File: config.mk
export PLATFORM = sky130hd
export DESIGN_NAME = tcw_queue
export DESIGN_NICKNAME = d
export VERILOG_FILES = /design/src/rtl/assert_macros.svh /design/src/rtl/tcw_queue.sv
export SDC_FILE = /design/constraint.sdc
export NUM_CORES = 1
export LEC_CHECK = 0
export ABC_AREA = 1
export BUFFER_PORTS_ARGS = -buffer_cell sky130_fd_sc_hd__buf_2
export CAP_MARGIN = 10
export CORE_MARGIN = 3
export CORE_UTILIZATION = 35
export CTS_BUF_LIST = sky130_fd_sc_hd__clkbuf_4
export DETAILED_ROUTE_END_ITERATION = 12
export HOLD_SLACK_MARGIN = 0.06
export SYNTH_ARGS = -nofsm -noshare
export SYNTH_HDL_FRONTEND = slang
export SYNTH_SLANG_ARGS = --single-unit
File: constraint.sdc
create_clock -name clk -period 2.45 [get_ports clk]
set_input_delay 0 -clock clk [delete_from_list [all_inputs] [get_ports clk]]
set_output_delay 0 -clock clk [all_outputs]
set_load 0.1 [all_outputs]
File: src/rtl/assert_macros.svh
// ----------------------------------------------------------------------------
// Assertion macros for the console writer RTL
// Each macro samples on clk and is disabled while arst_n is low.
// ----------------------------------------------------------------------------
`ifndef ASSERT_MACROS_SVH
`define ASSERT_MACROS_SVH

// Property must hold at every sampled edge
`define ASSERT_ALWAYS(label, prop, msg) \
	label: assert property (@(posedge clk) disable iff (!arst_n) (prop)) else $error(msg);

// Expression must never be true at a sampled edge
`define ASSERT_NEVER(label, expr, msg) \
	label: assert property (@(posedge clk) disable iff (!arst_n) !(expr)) else $error(msg);

`endif

File: src/rtl/tcw_queue.sv
// ----------------------------------------------------------------------------
// tcw_queue
// Small register queue that decouples a producer from a consumer.
// ----------------------------------------------------------------------------
`default_nettype none

module tcw_queue #(
	parameter int WIDTH = 32,
	parameter int DEPTH = 2
) (
	input  wire logic             clk,
	input  wire logic             arst_n,
	input  wire logic             push,
	input  wire logic [WIDTH-1:0] wdata,
	output logic                  full,
	input  wire logic             pop,
	output logic [WIDTH-1:0]      rdata,
	output logic                  empty
);

	localparam int PTR_W = (DEPTH > 1) ? $clog2(DEPTH) : 1;
	localparam int CNT_W = $clog2(DEPTH + 1);

	logic [WIDTH-1:0] slot_q [DEPTH];
	logic [PTR_W-1:0] wr_ptr_q;
	logic [PTR_W-1:0] rd_ptr_q;
	logic [CNT_W-1:0] count_q;
	logic             do_push;
	logic             do_pop;

	assign full    = (count_q == CNT_W'(DEPTH));
	assign empty   = (count_q == '0);
	assign do_push = push && !full;
	assign do_pop  = pop && !empty;
	assign rdata   = slot_q[rd_ptr_q];

	// Advance pointers and fill count
	always_ff @(posedge clk or negedge arst_n) begin
		if (!arst_n) begin
			wr_ptr_q <= '0;
			rd_ptr_q <= '0;
			count_q  <= '0;
		end else begin
			if (do_push) begin
				wr_ptr_q <= (wr_ptr_q == PTR_W'(DEPTH - 1)) ? '0 : wr_ptr_q + 1'b1;
			end
			if (do_pop) begin
				rd_ptr_q <= (rd_ptr_q == PTR_W'(DEPTH - 1)) ? '0 : rd_ptr_q + 1'b1;
			end
			if (do_push && !do_pop) begin
				count_q <= count_q + 1'b1;
			end else if (do_pop && !do_push) begin
				count_q <= count_q - 1'b1;
			end
		end
	end

	// Store the pushed entry
	always_ff @(posedge clk) begin
		if (do_push) begin
			slot_q[wr_ptr_q] <= wdata;
		end
	end

endmodule

`default_nettype wire

==> flow_summary.yaml <==
clocking:
  clkSinkCount: 68
  postCtsSetupRepairBufs: 0
  cts_buffer_depth: 2
  cts.repair.resized: 0
  path_clk_slew_ps: 110
  holdBufCountCts: 36
  cts_buffers: 9
  htree_levels: 3
  cts_tree: "yes"
  clock_latency_ps: 390
  root_buffer: "clkbuf_4"
global_route:
  grt_pass1_vias: 1672
  antenna_found_initial: 0
  grt_overflow_total: 0
  grt_start_max_net_pins: 34
  grt_usage: 0.122
  grt_pass1_wl_um: 7780
setup_path:
  crit_fanout: 33
  setup.worst_path.end_class: "output pin"
  worstSetupStartpointType: "register"
  required_ps: 2450
  rrSetupSlack_ps: 610
  crit_type: "register to output pin"
  worstRegToRegCells: 2
  cp-startpoint: "rd_ptr_q"
  critPathArrivalTime_ps: 1840
  r2r_end: "slot_q[1][8]"
  worstReg2RegStart: "count_q[0]"
routing:
  wl_um: 4850
  dr.pass1.iters: 4
  drt_iter0_markers: 76
  num_vias: 1686
  vias_per_cell: 4.10
  drc: 0
  ant_nets: 0
  wire_per_inst_um: 11.8
final_layout:
  nFillCells: 628
  area_growth_pct: 38.2
  antennaDiodeCount: 0
  fin_nets: 347
  post-route-util: 0.509
  drive_gt1_frac: 0.286
yosys:
  synthesis.area_um2: 2560
  synthAdderAreaFrac: 0.00489
  avgSynthCellArea_um2: 12.9
  synthSimpleGateAreaFrac: 0.169
  synthMuxAreaShare: 0
  synthesis.nets: 236
  yosys-top-cells-count: "nand2_1 (105), edfxtp_1 (64), inv_1 (7)"
  synth_top_flop_cell: "edfxtp_1"
  async_flop_share: 0.0588
  yosys.area.top_type_share: 0.751
  synth_top_family_by_area: "simple AND/OR/NAND/NOR gates"
  yosysWarnings: 0
  syn_inst: 199
  ys_seq_elements: 68
  yosys.cell_count.top_type: "nand2_1"
  synthTopCellsByArea: "edfxtp_1 (75%), nand2_1 (15%), dfrtp_1 (3.9%)"
  synth_cell_types: 15
  synth_top_cell_by_area: "edfxtp_1"
  seq_area_frac_synth: 0.790
  synth_edf_count: 64
  synthXorXnorAreaFrac: 0.00342
  synth_compound_area_frac: 0.00391
timing:
  tns_ps: 0
  fin_crit_ps: 1840
  setup_viol: 0
  rsz0062_at_grt: "no"
  tightest_slew_ps: 944
  hold_ws_ps: 313
  slew_violations: 0
  fin_skew_ps: 11.3
  hold_viol: 0
  relSlewSlack: 0.369
  fmax_ghz: 0.542
  min_period_over_period: 0.752
floorplanning:
  core_region_area_um2: 6940
  rows: 30
  die_h_um: 91.5
  start_util: 0.368
  ios: 70
  dieArea_um2: 8370
  dieWidth_um: 91.5
hold_path:
  whs_path_depth: 2
  hp-start: "wdata[31]"
  hold_path.class: "input pin to register"
  min_to: "slot_q[1][31]"
placement:
  hpwl_um: 2980
  place_congestion: 0.661
  numPortBuffers: 69
run:
  max_cap_violations: 0
run_status:
  status: "complete, no violations"
sequential cells by signal, summed over array words and instances, names as in the netlist:
| name | cells |
|---|---|
| rd_ptr_q | 1 |
| count_q | 2 |
| wr_ptr_q | 1 |
| slot_q | 64 |
through the flow:
step	worst slack (ps)	instances	cell area (um2)
final	607	411	3540
after global routing	385	411	3540
after CTS	503	411	3540
after detailed placement	570	359	3020
after global placement	632	359	3020
after floorplan	87.7	199	2560
cell type report:
cell class,count,area (um2),area share
multi-input combinational,116,472,0.133
timing repair buffer,107,733,0.207
clock buffer,9,67.6,0.0191
tap,96,120,0.0340
clock inverter,7,91.3,0.0258
sequential,68,2020,0.572
inverter,8,30.0,0.00849
worst max path at each step:
stage,to,slack (ps),cells past startpoint
2_1_floorplan,slot_q[1][0],90,3
3_3_place_gp,slot_q[1][28],630,3
3_5_place_dp,slot_q[1][21],570,2
4_1_cts,rdata[8],500,4
5_1_grt,rdata[18],380,4
6_report,rdata[14],610,4
metal layers:
layer | GRT usage | wire length (um)
met1 | 0.146 | 2140
met3 | 0.0472 | 278
met4 | 0.0528 | 70
met5 | 0 | 0
met2 | 0.194 | 2360
kinds of logic after synthesis:
group	Yosys count
xor gates and xnor gates	1
adders and majority gates	1
and+or+nand+nor	112
AOI/OAI and AO/OA	2
buffers and inverters	15
DFF	68
layout by cell type (no fill, tap or decap):
cell type      netlist  routed
clkinv_1             0       1
buf_2                4      69
dlygate4sd3_1        0      36
ha_1                 1       1
nor2_2               2       2
clkinv_4             0       2
bufinv_16            0       2
nand2_1            105     105
o21ai_0              2       2
nand4_1              1       1
xnor2_1              1       1
edfxtp_1            64      64
inv_1                7       7
buf_12               0       1
inv_2                1       1
clkinv_2             0       2
nand3_1              1       1
nand3b_1             1       1
clkbuf_4             0       9
buf_4                3       1
nor2_1               2       1
dfrtp_1              4       4
nor2_4               0       1
critical path: stages, from the launching register on:
cell     delay, ps
dfrtp_1        400
inv_2          420
nand2_1        100
nand2_1        110
buf_2          430
Power is not shown: default switching activity piles up to over one toggle a cycle in this logic, so the estimate is an artifact.
