File: src/rtl/assert_macros.svh
// ----------------------------------------------------------------------------
// Assertion macros for the console writer RTL
// Each macro samples on clk and is disabled while arst_n is low.
// ----------------------------------------------------------------------------
`ifndef ASSERT_MACROS_SVH
`define ASSERT_MACROS_SVH

// Property must hold at every sampled edge
`define ASSERT_ALWAYS(label, prop, msg) \
	label: assert property (@(posedge clk) disable iff (!arst_n) (prop)) else $error(msg);

// Expression must never be true at a sampled edge
`define ASSERT_NEVER(label, expr, msg) \
	label: assert property (@(posedge clk) disable iff (!arst_n) !(expr)) else $error(msg);

`endif

File: src/rtl/tcw_pkg.sv
// ----------------------------------------------------------------------------
// tcw_pkg
// Types and codes shared by the text console writer top, front and back.
// ----------------------------------------------------------------------------
`default_nettype none

package tcw_pkg;

	// Operation codes of a request
	localparam logic [1:0] OP_PUT   = 2'd0;
	localparam logic [1:0] OP_CLEAR = 2'd1;
	localparam logic [1:0] OP_READ  = 2'd2;

	// Character codes with a meaning of their own
	localparam logic [7:0] CH_BACKSPACE = 8'd8;
	localparam logic [7:0] CH_NEWLINE   = 8'd10;
	localparam logic [7:0] CH_RETURN    = 8'd13;
	localparam logic [7:0] CH_SPACE     = 8'd32;

	// Configuration register indexes
	localparam logic [1:0] CFG_BLANK_FG = 2'd0;
	localparam logic [1:0] CFG_BLANK_BG = 2'd1;

	typedef struct packed {
		logic [1:0] op;
		logic [7:0] char_code;
		logic [3:0] fore_colour;
		logic [3:0] back_colour;
		logic [4:0] read_row;
		logic [6:0] read_column;
	} tcw_request_t;

	typedef struct packed {
		logic [15:0] cell_data;
		logic [4:0]  cursor_row;
		logic [6:0]  cursor_column;
		logic        scrolled;
	} tcw_response_t;

	// Command class decided by the front
	typedef enum logic [2:0] {
		KIND_CHAR,
		KIND_NEWLINE,
		KIND_RETURN,
		KIND_BACKSPACE,
		KIND_CLEAR,
		KIND_READ,
		KIND_NOP
	} tcw_kind_t;

	typedef struct packed {
		tcw_kind_t   kind;
		logic [15:0] wr_cell;
		logic [4:0]  rd_row;
		logic [6:0]  rd_col;
		logic        rd_ok;
	} tcw_cmd_t;

	// Back engine states
	typedef enum logic [2:0] {
		ST_IDLE,
		ST_READ,
		ST_SCROLL,
		ST_DRAIN,
		ST_CLEAR
	} tcw_state_t;

endpackage

`default_nettype wire

File: src/rtl/tcw_front.sv
// ----------------------------------------------------------------------------
// tcw_front
// Classify a request into a command for the back engine and range check reads.
// ----------------------------------------------------------------------------
`default_nettype none

module tcw_front
	import tcw_pkg::*;
#(
	parameter int SCREEN_COLUMNS = 80,
	parameter int SCREEN_ROWS    = 25
) (
	input  wire tcw_request_t request,
	output tcw_cmd_t          cmd
);

	// Decode operation and character class
	always_comb begin
		cmd.kind = KIND_NOP;
		unique case (request.op)
			OP_PUT: begin
				case (request.char_code)
					CH_NEWLINE:   cmd.kind = KIND_NEWLINE;
					CH_RETURN:    cmd.kind = KIND_RETURN;
					CH_BACKSPACE: cmd.kind = KIND_BACKSPACE;
					default:      cmd.kind = KIND_CHAR;
				endcase
			end
			OP_CLEAR: cmd.kind = KIND_CLEAR;
			OP_READ:  cmd.kind = KIND_READ;
			default:  cmd.kind = KIND_NOP;
		endcase

		// Build the cell to write: backspace blanks with the given colours
		cmd.wr_cell[15:12] = request.back_colour;
		cmd.wr_cell[11:8]  = request.fore_colour;
		cmd.wr_cell[7:0]   = (request.char_code == CH_BACKSPACE) ? CH_SPACE
		                                                         : request.char_code;

		// Pass the read position and flag reads that fall off the screen
		cmd.rd_row = request.read_row;
		cmd.rd_col = request.read_column;
		cmd.rd_ok  = (32'(request.read_row) < SCREEN_ROWS) &&
		             (32'(request.read_column) < SCREEN_COLUMNS);
	end

endmodule

`default_nettype wire

File: config.mk
export PLATFORM = sky130hd
export DESIGN_NAME = tcw_front
export DESIGN_NICKNAME = d
export VERILOG_FILES = /design/src/rtl/assert_macros.svh /design/src/rtl/tcw_pkg.sv /design/src/rtl/tcw_front.sv
export SDC_FILE = /design/constraint.sdc
export NUM_CORES = 1
export LEC_CHECK = 0
export BUFFER_PORTS_ARGS = -buffer_cell sky130_fd_sc_hd__buf_2
export CORE_AREA = 2 2 39 41
export DETAILED_ROUTE_END_ITERATION = 6
export DIE_AREA = 0 0 41 43
export MAX_ROUTING_LAYER = met4
export PLACE_DENSITY = 0.77
export SLEW_MARGIN = 30
export SYNTH_ARGS = -nofsm -noshare
export SYNTH_HDL_FRONTEND = slang
export SYNTH_SLANG_ARGS = --single-unit
File: constraint.sdc
create_clock -name vclk -period 1.1
set_input_delay 0.055 -clock vclk [all_inputs]
set_output_delay 0.055 -clock vclk [all_outputs]
set_load 0.02 [all_outputs]
==> metrics.txt <==
Fin. Hold Viols 0; Total GRT Usage 7.16%; Setup Buffers After CTS 0; largest net degree at the start of global routing 5; initial antenna violation count 0; n_diodes 0; Non-Filler Instances 78; Power, Total 206 µW; Worst slew margin 83.1%; vias in the first global route 273; setup ws final -0.172 ns; cts hold-fix bufs 0; met3 Use GR 0%; kind of critical path input pin to output pin; Core Box Area 1380 µm²; Syn Area/Cell 7.15 µm²; # rows 14; RSZ-0062 raised after global routing true; run status complete, but fails checks; total global routing overflow 0; Fin Setup TNS -0.563 ns; area share of the largest cell type after synthesis 46.7%; Hold Crit Start request[0]; count leader, synth buf_4; post-synth cell types 17; arrival time at the worst endpoint 1.22 ns; cell family with most CP delay simple AND/OR/NAND/NOR gates; post-route ant nets 0; Most common cell on crit path buf_6; Worst Setup SP request[26]; Die ar. 1760 µm²; fin crit share 116%; WL/cell 9.09 µm; Commonest cells post-synth buf_4 (20), clkbuf_1 (6), inv_1 (4), ha_1 (2); Power Dens Cells 468 nW/µm²; Tightest Hold Check Type input pin to output pin; Crit path depth 4; Pleak 0.000259 µW; cell taking the most area after synthesis buf_4; first-pass GRT wire length 952 µm; Seq cells 0; synth warn 0; Synth area leaders buf_4 (47%), ha_1 (7.8%), clkbuf_1 (7.0%); Critical Path Start Type input pin; DP HPWL 648 µm; Die H 43 µm; crit end category output pin; Top Usage Layer GRT met2; slowest cell on the critical path or4_4; met1 Use GR 9.49%; starting density of the core 23.2%; Post-Synthesis Cell Area 322 µm²; peak supply drop 0.145 mV; DRT Wirelength 709 µm; sequential share of the synthesized area 0%; # DRC 0; final RePlAce weighted congestion 0.654; Register Area 0 µm²; Tmin final 1.27 ns; Pre-antenna DRT Iters 1; Iteration-0 DRC Markers 0; placed insts 78; share of cells above drive strength 1 79.0%; Clock buffer cells 0; Worst Tran Pin Value 0.250 ns; critical-path cell list buf_6 -> or4_4 -> o41a_1 -> buf_6; Slew Viols, Final 0; Critical Path Fanout Max 4; Setup-failing EPs final 4; Syn Inst Count 45; Die X 41 µm; io pins 62; Post-Syn Nets 77; met2 Track Usage GR 11.9%; Max Freq 786 MHz; Via density 4.32; port bufs 38; CP max stage delay 0.57 ns; Crit path required time 1.04 ns; max_cap viols 0; failing checks negative setup slack; DR vias 337; Layout area overhead 37.0%; crit path to cmd[16]; final net count 96; CP bufs+invs 2
layer usage:
| metal | wire length, µm | vias to the layer above |
|---|---|---|
| li1 | - | 160 |
| met1 | 266 | 142 |
| met2 | 287 | 33 |
| met3 | 153 | 2 |
| met4 | 2 | 0 |
| met5 | 0 | - |
timing repair:
item                                    4_1_cts  5_1_grt
gates resized for setup                       6        0
hold endpoints to repair                      0        0
endpoints found under the setup margin        4        4
pin swaps                                     3        1
final cells by class:
cell class / instances / area [µm²]
Fill cell: 155 / 943
Timing Repair Buffer: 43 / 248
Multi-Input combinational cell: 15 / 158
Tap cell: 16 / 20.0
Inverter: 4 / 15.0
through the flow:
stage               util, %  setup slack, ns  instance area (µm²)  hold WS [ns]
CTS                    31.8           -0.175                  440         0.110
floorplan                 -          -0.0498                  345         0.205
global placement       30.4           -0.223                  420         0.110
detailed placement     30.4           -0.248                  420         0.110
global route           31.8           -0.221                  440         0.110
finish                 31.8           -0.172                  440         0.110
report_power, final:
group	leakage (µW)	internal [µW]	switching, µW	total [µW]
logic	0.000259	94.7	111	206
clock network	0	0	0	0
registers	0	0	0	0
cells in the final DEF (no fill, tap or decap), drive strengths merged:
cell / netlist / final
ha: 2 / 2
o41ai: 1 / 1
nand2b: 1 / 1
inv: 4 / 4
buf: 20 / 43
and2: 1 / 1
o32ai: 1 / 1
o21ai: 1 / 1
o31ai: 1 / 1
o41a: 1 / 1
nand2: 1 / 1
or4: 1 / 1
o311ai: 1 / 1
xor2: 1 / 1
or2: 1 / 1
or3b: 1 / 1
worst min-delay path by stage:
stage	to	depth (start not counted)
after floorplan	cmd[30]	1
after global placement	cmd[21]	0
after detailed placement	cmd[21]	0
after CTS	cmd[21]	0
after global routing	cmd[23]	0
final	cmd[1]	0
kinds of logic after synthesis:
family	synth area share, %
and+or+nand+nor	13.2
xor gates and xnor gates	2.72
AOI/OAI and AO/OA	17.9
buffers and inverters	58.4
adders and majority gates	7.78
Note: power is estimated with default switching activity, not from simulation.
